**config.mk**
```make
export PLATFORM = sky130hd
export DESIGN_NAME = ping_pong_dma_buffer_writer
export DESIGN_NICKNAME = d
export VERILOG_FILES = /design/src/rtl/ppdw_pkg.sv /design/src/rtl/ping_pong_dma_buffer_writer.sv /design/src/rtl/ppdw_core.sv /design/src/rtl/ppdw_out_buf.sv
export SDC_FILE = /design/constraint.sdc
export NUM_CORES = 2
export LEC_CHECK = 0
export ABC_AREA = 1
export BUFFER_PORTS_ARGS = -buffer_cell sky130_fd_sc_hd__buf_4
export CAP_MARGIN = 20
export CELL_PAD_IN_SITES_DETAIL_PLACEMENT = 0
export CELL_PAD_IN_SITES_GLOBAL_PLACEMENT = 1
export CORE_MARGIN = 2
export CORE_UTILIZATION = 28
export DETAILED_ROUTE_END_ITERATION = 12
export GPL_ROUTABILITY_DRIVEN = 0
export PLACE_DENSITY = 0.5
export SETUP_SLACK_MARGIN = 0.02
export SLEW_MARGIN = 20
export SYNTH_ARGS = -nofsm -noshare
export SYNTH_HDL_FRONTEND = slang
export SYNTH_SLANG_ARGS = --single-unit
```
**constraint.sdc**
```tcl
create_clock -name clk_i -period 47.1 [get_ports clk_i]
set_input_delay 9.42 -clock clk_i [delete_from_list [all_inputs] [get_ports clk_i]]
set_output_delay 9.42 -clock clk_i [all_outputs]
set_load 0.005 [all_outputs]
```
**src/rtl/ppdw_pkg.sv**
```systemverilog
package ppdw_pkg;

  // buffer geometry, counted in 32-bit words
  localparam int unsigned STAGE_PAIRS       = 2048;
  localparam int unsigned BURSTS_PER_BUFFER = 1024;
  localparam longint unsigned STAGE_WORDS   = 64'(STAGE_PAIRS) * 64'd2;
  localparam longint unsigned BUFFER_WORDS  = STAGE_WORDS * 64'(BURSTS_PER_BUFFER);

  // fill counters are wide enough to hold a full stage and a full buffer
  localparam int unsigned STG_W  = $clog2(STAGE_WORDS + 64'd1);
  localparam int unsigned BF_W   = $clog2(BUFFER_WORDS + 64'd1);
  localparam int unsigned SIZE_W = 23;

  localparam logic [STG_W-1:0]  STAGE_WORDS_F  = STG_W'(STAGE_WORDS);
  localparam logic [BF_W-1:0]   BUFFER_WORDS_F = BF_W'(BUFFER_WORDS);
  localparam logic [31:0]       BUFFER_WORDS_A = 32'(BUFFER_WORDS);
  localparam logic [STG_W-1:0]  PAIR_STEP      = STG_W'(2);

  localparam logic [31:0] TIMEOUT_RESET = 32'd10000000;

  // configuration register indexes
  localparam logic [1:0] CFG_DDR_OFFSET    = 2'd0;
  localparam logic [1:0] CFG_TIMEOUT_LIMIT = 2'd1;

  localparam int unsigned IN_W  = 72;
  localparam int unsigned OUT_W = 408;

  typedef struct packed {
    logic [31:0] ddr_offset;
    logic [31:0] timeout_limit;
  } ppdw_cfg_t;

  typedef struct packed {
    logic        run;
    logic        data_valid;
    logic [63:0] data_word;
    logic [1:0]  host_ack;
  } ppdw_item_t;

  typedef struct packed {
    logic              data_taken;
    logic [31:0]       write_address;
    logic [63:0]       write_data;
    logic [1:0]        held_status;
    logic              interrupt;
    logic              fifo_clr_n;
    logic [SIZE_W-1:0] size_0;
    logic [SIZE_W-1:0] size_1;
    logic [63:0]       seq_0;
    logic [63:0]       seq_1;
    logic [63:0]       out_count;
    logic [63:0]       lost_count;
  } ppdw_result_t;

endpackage

```
**src/rtl/ping_pong_dma_buffer_writer.sv**
```systemverilog
// channel   direction  handshake                  payload
// s_axis    in         s_axis_tvalid/tready       run, data_valid, data_word, host_ack
// m_axis    out        m_axis_tvalid/tready       one result item per input item
// cfg       in         cfg_valid_i/cfg_ready_o    cfg_index_i, cfg_data_i (always ready)
//
// one item per clock: the state update is a single pass of logic, results are
// registered in a two-entry output buffer so input keeps flowing while the
// second entry is free; the input stalls only when both entries are full
// a result item is registered in the output buffer and offered once any result ahead of it is taken
// reset (rst_ni low) clears all state and loads timeout_limit with 10000000
// run low in an item clears the buffer state and returns an all-zero result
module ping_pong_dma_buffer_writer import ppdw_pkg::*; (
  input  logic             clk_i,
  input  logic             rst_ni,
  // run[0], data_valid[1], data_word[65:2], host_ack[67:66], unused pad
  input  logic [IN_W-1:0]  s_axis_tdata,
  input  logic             s_axis_tvalid,
  output logic             s_axis_tready,
  // data_taken[0], write_address[32:1], write_data[96:33], held_status[98:97],
  // interrupt[99], fifo_clr_n[100], size_0[123:101], size_1[146:124],
  // seq_0[210:147], seq_1[274:211], out_count[338:275], lost_count[402:339], pad
  output logic [OUT_W-1:0] m_axis_tdata,
  output logic             m_axis_tvalid,
  input  logic             m_axis_tready,
  input  logic             cfg_valid_i,
  output logic             cfg_ready_o,
  input  logic [1:0]       cfg_index_i,
  input  logic [31:0]      cfg_data_i
);

  ppdw_cfg_t    cfg_q;
  ppdw_item_t   item;
  ppdw_result_t core_res;
  ppdw_result_t buf_res;
  logic         fire;

  // configuration registers, writes to unused indexes are dropped
  assign cfg_ready_o = 1'b1;

  always_ff @(posedge clk_i or negedge rst_ni) begin
    if (!rst_ni) begin
      cfg_q.ddr_offset    <= 32'd0;
      cfg_q.timeout_limit <= TIMEOUT_RESET;
    end else if (cfg_valid_i && cfg_ready_o) begin
      case (cfg_index_i)
        CFG_DDR_OFFSET:    cfg_q.ddr_offset    <= cfg_data_i;
        CFG_TIMEOUT_LIMIT: cfg_q.timeout_limit <= cfg_data_i;
        default:           ;
      endcase
    end
  end

  // unpack the input item
  assign item.run        = s_axis_tdata[0];
  assign item.data_valid = s_axis_tdata[1];
  assign item.data_word  = s_axis_tdata[65:2];
  assign item.host_ack   = s_axis_tdata[67:66];

  assign fire = s_axis_tvalid && s_axis_tready;

  ppdw_core u_core (
    .clk_i    (clk_i),
    .rst_ni   (rst_ni),
    .fire_i   (fire),
    .item_i   (item),
    .cfg_i    (cfg_q),
    .result_o (core_res)
  );

  ppdw_out_buf u_out_buf (
    .clk_i       (clk_i),
    .rst_ni      (rst_ni),
    .in_valid_i  (s_axis_tvalid),
    .in_ready_o  (s_axis_tready),
    .in_data_i   (core_res),
    .out_valid_o (m_axis_tvalid),
    .out_ready_i (m_axis_tready),
    .out_data_o  (buf_res)
  );

  // pack the result item, listed from the highest field down to data_taken at bit 0
  assign m_axis_tdata = {5'd0,
                         buf_res.lost_count,
                         buf_res.out_count,
                         buf_res.seq_1,
                         buf_res.seq_0,
                         buf_res.size_1,
                         buf_res.size_0,
                         buf_res.fifo_clr_n,
                         buf_res.interrupt,
                         buf_res.held_status,
                         buf_res.write_data,
                         buf_res.write_address,
                         buf_res.data_taken};

endmodule

```
**src/rtl/ppdw_core.sv**
```systemverilog
module ppdw_core import ppdw_pkg::*; (
  input  logic         clk_i,
  input  logic         rst_ni,
  input  logic         fire_i,
  input  ppdw_item_t   item_i,
  input  ppdw_cfg_t    cfg_i,
  output ppdw_result_t result_o
);

  logic [1:0]        held_q, held_d;
  logic              cur_q, cur_d;
  logic [STG_W-1:0]  stg_q, stg_d;
  logic [BF_W-1:0]   bf_q, bf_d;
  logic [31:0]       tick_q, tick_d;
  logic              pend_q, pend_d;
  logic [1:0]        ack_q, ack_d;
  logic [63:0]       swcnt_q, swcnt_d;
  logic [63:0]       sstore_q [2];
  logic [63:0]       sstore_d [2];
  logic [63:0]       pseq_q [2];
  logic [63:0]       pseq_d [2];
  logic [SIZE_W-1:0] psize_q [2];
  logic [SIZE_W-1:0] psize_d [2];
  logic [63:0]       acc_q, acc_d;
  logic [63:0]       stall_q, stall_d;
  logic              irq_q, irq_d;

  logic              held_cur;
  logic              taken;
  logic [STG_W-1:0]  stg_add;
  logic              stage_full;
  logic              close;
  logic [BF_W-1:0]   bf_sum;
  logic              do_swap;
  logic [31:0]       tick_base;
  logic [31:0]       addr;
  logic [1:0]        status;

  always_comb begin
    held_d   = held_q;
    cur_d    = cur_q;
    stg_d    = stg_q;
    bf_d     = bf_q;
    tick_d   = tick_q;
    pend_d   = pend_q;
    ack_d    = ack_q;
    swcnt_d  = swcnt_q;
    sstore_d = sstore_q;
    pseq_d   = pseq_q;
    psize_d  = psize_q;
    acc_d    = acc_q;
    stall_d  = stall_q;
    irq_d    = irq_q;

    held_cur   = held_q[cur_q];
    taken      = item_i.data_valid && !held_cur;
    stg_add    = stg_q + PAIR_STEP;
    stage_full = taken && (stg_add >= STAGE_WORDS_F);
    addr       = (cfg_i.ddr_offset >> 2) + (cur_q ? BUFFER_WORDS_A : 32'd0)
               + 32'(bf_q) + 32'(stg_q);
    if (taken) begin
      stg_d = stg_add;
      acc_d = acc_q + 64'd1;
    end
    if (held_cur) begin
      stall_d = stall_q + 64'd1;
    end

    close   = (stage_full || pend_q) && !held_cur;
    bf_sum  = bf_q + BF_W'(stg_d);
    do_swap = close && ((bf_sum >= BUFFER_WORDS_F) || pend_q);
    if (close) begin
      stg_d = '0;
      bf_d  = bf_sum;
    end
    if (do_swap) begin
      held_d[cur_q]     = 1'b1;
      psize_d[cur_q]    = SIZE_W'(bf_sum);
      pend_d            = 1'b0;
      bf_d              = '0;
      cur_d             = !cur_q;
      swcnt_d           = swcnt_q + 64'd1;
      sstore_d[!cur_q]  = swcnt_d;
      pseq_d            = sstore_d;
      irq_d             = 1'b1;
    end

    status = held_d;

    // rising acknowledge frees the buffer
    held_d = held_d & ~(item_i.host_ack & ~ack_q);
    ack_d  = item_i.host_ack;

    tick_base = do_swap ? 32'd0 : tick_q;
    if (tick_base == cfg_i.timeout_limit) begin
      pend_d = 1'b1;
      tick_d = 32'd0;
    end else begin
      tick_d = tick_base + 32'd1;
    end

    result_o.data_taken    = taken;
    result_o.write_address = taken ? addr : 32'd0;
    result_o.write_data    = taken ? item_i.data_word : 64'd0;
    result_o.held_status   = status;
    result_o.interrupt     = irq_d;
    result_o.fifo_clr_n    = 1'b1;
    result_o.size_0        = psize_d[0];
    result_o.size_1        = psize_d[1];
    result_o.seq_0         = pseq_d[0];
    result_o.seq_1         = pseq_d[1];
    result_o.out_count     = acc_d;
    result_o.lost_count    = stall_d;

    if (!item_i.run) begin
      held_d      = '0;
      cur_d       = 1'b0;
      stg_d       = '0;
      bf_d        = '0;
      tick_d      = '0;
      pend_d      = 1'b0;
      ack_d       = '0;
      swcnt_d     = '0;
      sstore_d[0] = '0;
      sstore_d[1] = '0;
      pseq_d[0]   = '0;
      pseq_d[1]   = '0;
      psize_d[0]  = '0;
      psize_d[1]  = '0;
      acc_d       = '0;
      stall_d     = '0;
      irq_d       = 1'b0;
      result_o    = '0;
    end
  end

  always_ff @(posedge clk_i or negedge rst_ni) begin
    if (!rst_ni) begin
      held_q      <= '0;
      cur_q       <= 1'b0;
      stg_q       <= '0;
      bf_q        <= '0;
      tick_q      <= '0;
      pend_q      <= 1'b0;
      ack_q       <= '0;
      swcnt_q     <= '0;
      sstore_q[0] <= '0;
      sstore_q[1] <= '0;
      pseq_q[0]   <= '0;
      pseq_q[1]   <= '0;
      psize_q[0]  <= '0;
      psize_q[1]  <= '0;
      acc_q       <= '0;
      stall_q     <= '0;
      irq_q       <= 1'b0;
    end else if (fire_i) begin
      held_q   <= held_d;
      cur_q    <= cur_d;
      stg_q    <= stg_d;
      bf_q     <= bf_d;
      tick_q   <= tick_d;
      pend_q   <= pend_d;
      ack_q    <= ack_d;
      swcnt_q  <= swcnt_d;
      sstore_q <= sstore_d;
      pseq_q   <= pseq_d;
      psize_q  <= psize_d;
      acc_q    <= acc_d;
      stall_q  <= stall_d;
      irq_q    <= irq_d;
    end
  end

endmodule

```
**src/rtl/ppdw_out_buf.sv**
```systemverilog
module ppdw_out_buf import ppdw_pkg::*; (
  input  logic         clk_i,
  input  logic         rst_ni,
  input  logic         in_valid_i,
  output logic         in_ready_o,
  input  ppdw_result_t in_data_i,
  output logic         out_valid_o,
  input  logic         out_ready_i,
  output ppdw_result_t out_data_o
);

  ppdw_result_t out_q;
  ppdw_result_t skid_q;
  logic         out_valid_q;
  logic         skid_valid_q;
  logic         push;
  logic         pop;

  assign in_ready_o  = !skid_valid_q;
  assign push        = in_valid_i && in_ready_o;
  assign pop         = out_valid_q && out_ready_i;
  assign out_valid_o = out_valid_q;
  assign out_data_o  = out_q;

  always_ff @(posedge clk_i or negedge rst_ni) begin
    if (!rst_ni) begin
      out_valid_q  <= 1'b0;
      skid_valid_q <= 1'b0;
    end else if (!out_valid_q || pop) begin
      if (skid_valid_q) begin
        out_valid_q  <= 1'b1;
        skid_valid_q <= push;
      end else begin
        out_valid_q <= push;
      end
    end else if (push) begin
      skid_valid_q <= 1'b1;
    end
  end

  always_ff @(posedge clk_i) begin
    if (!out_valid_q || pop) begin
      if (skid_valid_q) begin
        out_q <= skid_q;
        if (push) begin
          skid_q <= in_data_i;
        end
      end else if (push) begin
        out_q <= in_data_i;
      end
    end else if (push) begin
      skid_q <= in_data_i;
    end
  end

endmodule
```
After elaboration in Yosys (flattened, before gate mapping)
Cells that the tools add are included.
Storage, ports and cells
  register bits after elaboration: 1441
  latch bits: 0
  RAM bits: 0
  ROM bits: 0
  bits of input ports: 111
  word-level logic and storage cells: 154
  memories: 0
Cells by class
  $add $sub $neg: 9
  multipliers: 0
  divide/modulo/power cells: 0
  order comparisons: 8
  eq/ne operators: 6
  shift operators: 0
  multiplexer cells: 54
  bitwise logic cells: 7
  reductions and logical operators: 25
Operators with widths (count)
  two-way mux 403 bit: 6
  two-way mux 128 bit: 4
  two-way mux 64 bit: 8
  adder 64 x 1 -> 64 bit (second input constant): 3
  bitwise mux 128 bit: 1
  two-way mux 32 bit: 4
  two-way mux 23 bit: 5
  two-way mux 46 bit: 2
  demux 64 bit (select 1 bit): 1
  bitwise mux 46 bit: 1
  two-way mux 13 bit: 3
  adder 30 x 32 -> 32 bit: 1
  adder 32 x 1 -> 32 bit (second input constant): 1
  adder 32 x 13 -> 32 bit: 1
  adder 32 x 23 -> 32 bit: 1
  == test 32 bit: 1
  adder 23 x 13 -> 23 bit: 1
  demux 23 bit (select 1 bit): 1
  >= comparator 23 bit (second input constant): 1
  two-way mux 1 bit: 14
  adder 13 x 2 -> 13 bit (second input constant): 1
  >= comparator 13 bit (second input constant): 1
  AND reduction 2 bit: 6
  logical AND 1 bit: 9
  other kinds (17): 32

Depth between registers and ports, before layout
  depth after elaboration: 14
  gate-level depth with buffers: 39
  mapped depth without buffers: 38

By module
Synthesis repeated with hierarchy kept, for this count alone.
Unflattened totals
  cells, all modules: 7357
  area, all modules: 66996.8 um2
Modules (own cells, without submodules)
  ppdw_core: instances 1, cells each 4947, area each 34802.1 um2, sequential area each 14213.6 um2
  ppdw_out_buf: instances 1, cells each 2117, area each 29535.8 um2, sequential area each 24253.3 um2
  ping_pong_dma_buffer_writer: instances 1, cells each 293, area each 2658.8 um2, sequential area each 1611.5 um2

Least setup slack after synthesis
Ideal clock, no wire load.
  path type: input to register
  start point: input s_axis_tvalid
  end point: register u_out_buf.skid_q[0] (netlist bit), enable pin
  setup time: 1176 ps
  arrival time: 27068 ps
  required time: 45924 ps
  setup slack: 18856 ps
  stages: 6
  cell sequence: nand2_1 -> clkbuf_1 -> clkbuf_1 -> clkbuf_1 -> clkbuf_1 -> nor2_1
RTL lines
  start: declaration: RTL line ping_pong_dma_buffer_writer.sv:17  | input logic s_axis_tvalid,
  end signal: assignment: RTL line ppdw_out_buf.sv:46  | skid_q <= in_data_i;
  end signal: assignment: RTL line ppdw_out_buf.sv:52  | skid_q <= in_data_i;
  end: declaration: RTL line ppdw_out_buf.sv:13  | ppdw_result_t skid_q;

Worst setup path in the final report
  start point: input s_axis_tdata[1]
  end point: register u_core.sstore_q[98] (netlist bit)
On the way
  word-level cells in the longest chain between the ends: 8
  elaborated cells between the ends (all ways): 11
  those cells by class: add/sub: 1; order compare: 1; eq/ne: 1; mux: 1; reduce/logical: 7
Ends and longest elaborated chain
  start: declaration: RTL line ping_pong_dma_buffer_writer.sv:16  | input logic [IN_W-1:0] s_axis_tdata,
  logical AND 1 bit *: RTL line ppdw_core.sv:56  | taken = item_i.data_valid && !held_cur;
  two-way mux 13 bit: RTL line ppdw_core.sv:61  | if (taken) begin
  adder 23 x 13 -> 23 bit: RTL line ppdw_core.sv:70  | bf_sum = bf_q + BF_W'(stg_d);
  >= comparator 23 bit: RTL line ppdw_core.sv:71  | do_swap = close && ((bf_sum >= BUFFER_WORDS_F) || pend_q);
  logical OR 1 bit: RTL line ppdw_core.sv:71
  logical AND 1 bit *: RTL line ppdw_core.sv:71
  inequality test 2 x 1 -> 1 bit (no line) *
  AND reduction 2 bit (no line) *
  end signal: assignment: RTL line ppdw_core.sv:165  | sstore_q <= sstore_d;
  end: declaration: RTL line ppdw_core.sv:18  | logic [63:0] sstore_q [2];
Every way passes the cells marked *; elsewhere a longest branch is shown, timed or not.
A chain may end at the register's enable or synchronous reset.

==> impl_metrics.tcl <==
set metrics [dict create \
    first_iter_violations 3763 \
    ys_seq_area_share_pct 60.0 \
    first_pass_iters 7 \
    synth_xor_area_share_pct 2.26 \
    die_w_microns 492 \
    run_status "completed" \
    wl_met3_microns 8900 \
    syn_area_per_cell_sq_um 9.13 \
    cts-resized-gates 0 \
    portBuffers 510 \
    core_area_sq_um 237000 \
    fmax_ghz 0.0667 \
    postCtsSetupBuffers 0 \
    synth_compound_area_share_pct 10.1 \
    finalHoldViolations 0 \
    die_h_microns 492 \
    post_synth_and_or_nand_nor_area_fraction_pct 20.0 \
    required_ns 47.75 \
    wirelength_microns 221000 \
    grt.total_usage_pct 18.0 \
    cts_buffer_depth 3 \
    grt_pass1_vias 50000 \
    cp.arrival_ns 15.64 \
    num_io_pins 522 \
    vias 50900 \
    rrSetupSlack_ns 39.15 \
    fin_crit_ns 14.99 \
    cts_tree "built" \
    synth_edf_count 804 \
    synth_top_family_by_area "simple AND/OR/NAND/NOR gates" \
    clk_pin_slew_worst_paths_ns 0.06 \
    hpwlAfterDp_microns 151000 \
    synth_ff_type "edfxtp_1" \
    clk_latency_ns 0.84 \
    start_util_pct 28.1 \
    antenna_found_initial 17 \
    wl_per_cell_microns 20.1 \
    synth_largest_area_cell "edfxtp_1" \
    drc_errors 0 \
    vdd_drop_max_v 0.0000265 \
    ys_types 54 \
    timing.final.crit_share_pct 31.8 \
    finalNetCount 7878 \
    viasPerCell 4.62 \
    route.met2.wl_microns 101000 \
    cts.sinks 1436 \
    setup_viol 0 \
    yosysWarnings 0 \
    cts-root-buf "clkbuf_16" \
    setup-tns-final_ns 0 \
    drive_gt1_share_pct 11.6 \
    critical_path.max_stage_delay_ns 0.86 \
    crit_fanout 101 \
    synthCells 7293 \
    tightestPinTransition_ns 1.03 \
    die_area_sq_um 242000 \
    synth_top_area_share_pct 36.2 \
    slowest_stage "buf_4" \
    crit_type "in -> reg" \
    max-slew-margin-rel_pct 31.3 \
    gr-total-overflow 0 \
    num_rows 179 \
    layout_common_cells "2254 x nand2_1, 816 x o21ai_0, 804 x edfxtp_1, 704 x inv_1, 622 x dfrtp_1" \
    max_cap_violations 0 \
    highest_layer "met5" \
    final_antenna_net_count 0 \
    endpoint_kind "register" \
    synthTopCellsByArea "edfxtp_1 36%, dfrtp_1 23%, nand2_1 13%" \
    grt_max_degree 164 \
    drv_slew 0 \
    synth.area.mux_share_pct 0 \
    rsz0062_at_grt "false" \
    grt_pass1_wl_microns 332000 \
    final_common_cell "nand2_1" \
    numCtsBuffers 176 \
    ys_ff_latch 1436 \
    skew_ns 0.0461 \
    htreeDepth 4 \
    syn-cell-area_sq_um 66600 \
    power.leakage_uw 0.0344 \
    wl_met1_microns 107000 \
    start_kind "input pin" \
    area_growth_pct 19.2 \
    hold-worst-slack_ns 0.463 \
    hold_class "reg -> reg" \
    synth_async_sr_flop_share_pct 44.0 \
    ctsHoldBuffers 0 \
    cellPowerDensity_nw_per_um2 39.7 \
    synthAdderAreaFrac_pct 1.40 \
]
[state kept, by name (all words and copies together), names as in the netlist, 46 cells and up]
register              count
u_core.pseq_q           128
u_out_buf.skid_q        402
u_core.sstore_q         128
u_core.acc_q             64
u_core.swcnt_q           64
u_core.psize_q           46
u_out_buf.out_data_o    402
cfg_q                    62
u_core.stall_q           64
[cell type report]
cell class / instances / area, sq um
timing repair buffer: 579 / 4400
clock inverter: 100 / 1020
inverter: 719 / 2730
clock buffer: 227 / 4760
sequential: 1436 / 40000
multi-input combinational: 4789 / 22600
antenna: 6 / 15.0
fill: 24600 / 158000
tap: 3167 / 3960
[worst max-delay path: cells and delay by family]
kind	cells	cell delay, ns
XOR/XNOR	1	0.28
adder cells (fa/ha/maj)	1	0.37
buffers and inverters	8	2.90
AO/OA/AOI/OAI	1	0.24
AND/OR/NAND/NOR	16	2.21
[power by group]
group | total [uW] | internal [uW] | switching [uW]
Sequential | 1470 | 1420 | 48.9
Combinational | 315 | 99.9 | 215
Clock | 1370 | 789 | 580
[through the flow]
stage / utilization (%) / area [sq um] / std cells / worst slack [ns] / total power (uW)
after floorplan: - / 66600 / 7298 / 18.86 / 1670
after global placement: 31.0 / 73600 / 10700 / 31.13 / 1810
after detailed placement: 31.0 / 73600 / 10700 / 31.18 / 1820
after CTS: 33.5 / 79400 / 11000 / 32.07 / 3210
after global routing: 33.5 / 79400 / 11000 / 31.41 / 3290
final: 33.5 / 79400 / 11000 / 32.11 / 3150
[kinds of logic (layout without fill, tap and decap cells)]
family | count (synthesis) | in the layout
DFF | 1436 | 1436
buffers and inverters | 1073 | 1625
adders and majority gates | 66 | 66
AOI/OAI and AO/OA | 1251 | 1251
and+or+nand+nor | 3293 | 3293
xor gates and xnor gates | 172 | 172
other | 2 | 13
[per-layer routing]
| layer | track usage, % | vias to the layer above |
|---|---|---|
| li1 | - | 24900 |
| met3 | 2.76 | 262 |
| met4 | 4.84 | 2 |
| met2 | 28.3 | 1080 |
| met5 | 0 | - |
| met1 | 25.8 | 24600 |
[Yosys cell counts, types with 17 or more instances]
| master | count |
|---|---|
| inv_1 | 708 |
| o21a_1 | 17 |
| o21ai_0 | 816 |
| xor2_1 | 135 |
| buf_2 | 37 |
| nand4_1 | 83 |
| ha_1 | 52 |
| nor2_1 | 497 |
| o211ai_1 | 25 |
| nor3_1 | 122 |
| a21oi_1 | 195 |
| nand3_1 | 228 |
| buf_1 | 52 |
| clkbuf_1 | 250 |
| nand2_1 | 2256 |
| nor4_1 | 46 |
| o22ai_1 | 121 |
| xnor2_1 | 37 |
| dfrtp_1 | 624 |
| edfxtp_1 | 804 |
[final timing paths]
kind	startpoint	endpoint	cells after the start
setup / recovery	s_axis_tdata[1]	u_core.sstore_q[98]$_DFFE_PN0P_	27
hold / removal	u_core.sstore_q[22]$_DFFE_PN0P_	u_core.sstore_q[22]$_DFFE_PN0P_	2
setup reg to reg	u_core.cur_q$_DFFE_PN0P_	u_core.sstore_q[98]$_DFFE_PN0P_	28
hold reg to reg	u_core.sstore_q[22]$_DFFE_PN0P_	u_core.sstore_q[22]$_DFFE_PN0P_	2
max in group asynchronous	rst_ni	u_core.pseq_q[118]$_DFFE_PN0P_	4
min in group asynchronous	rst_ni	cfg_q[63]$_DFFE_PN0P_	1
Note: power is estimated with default switching activity, not from simulation.
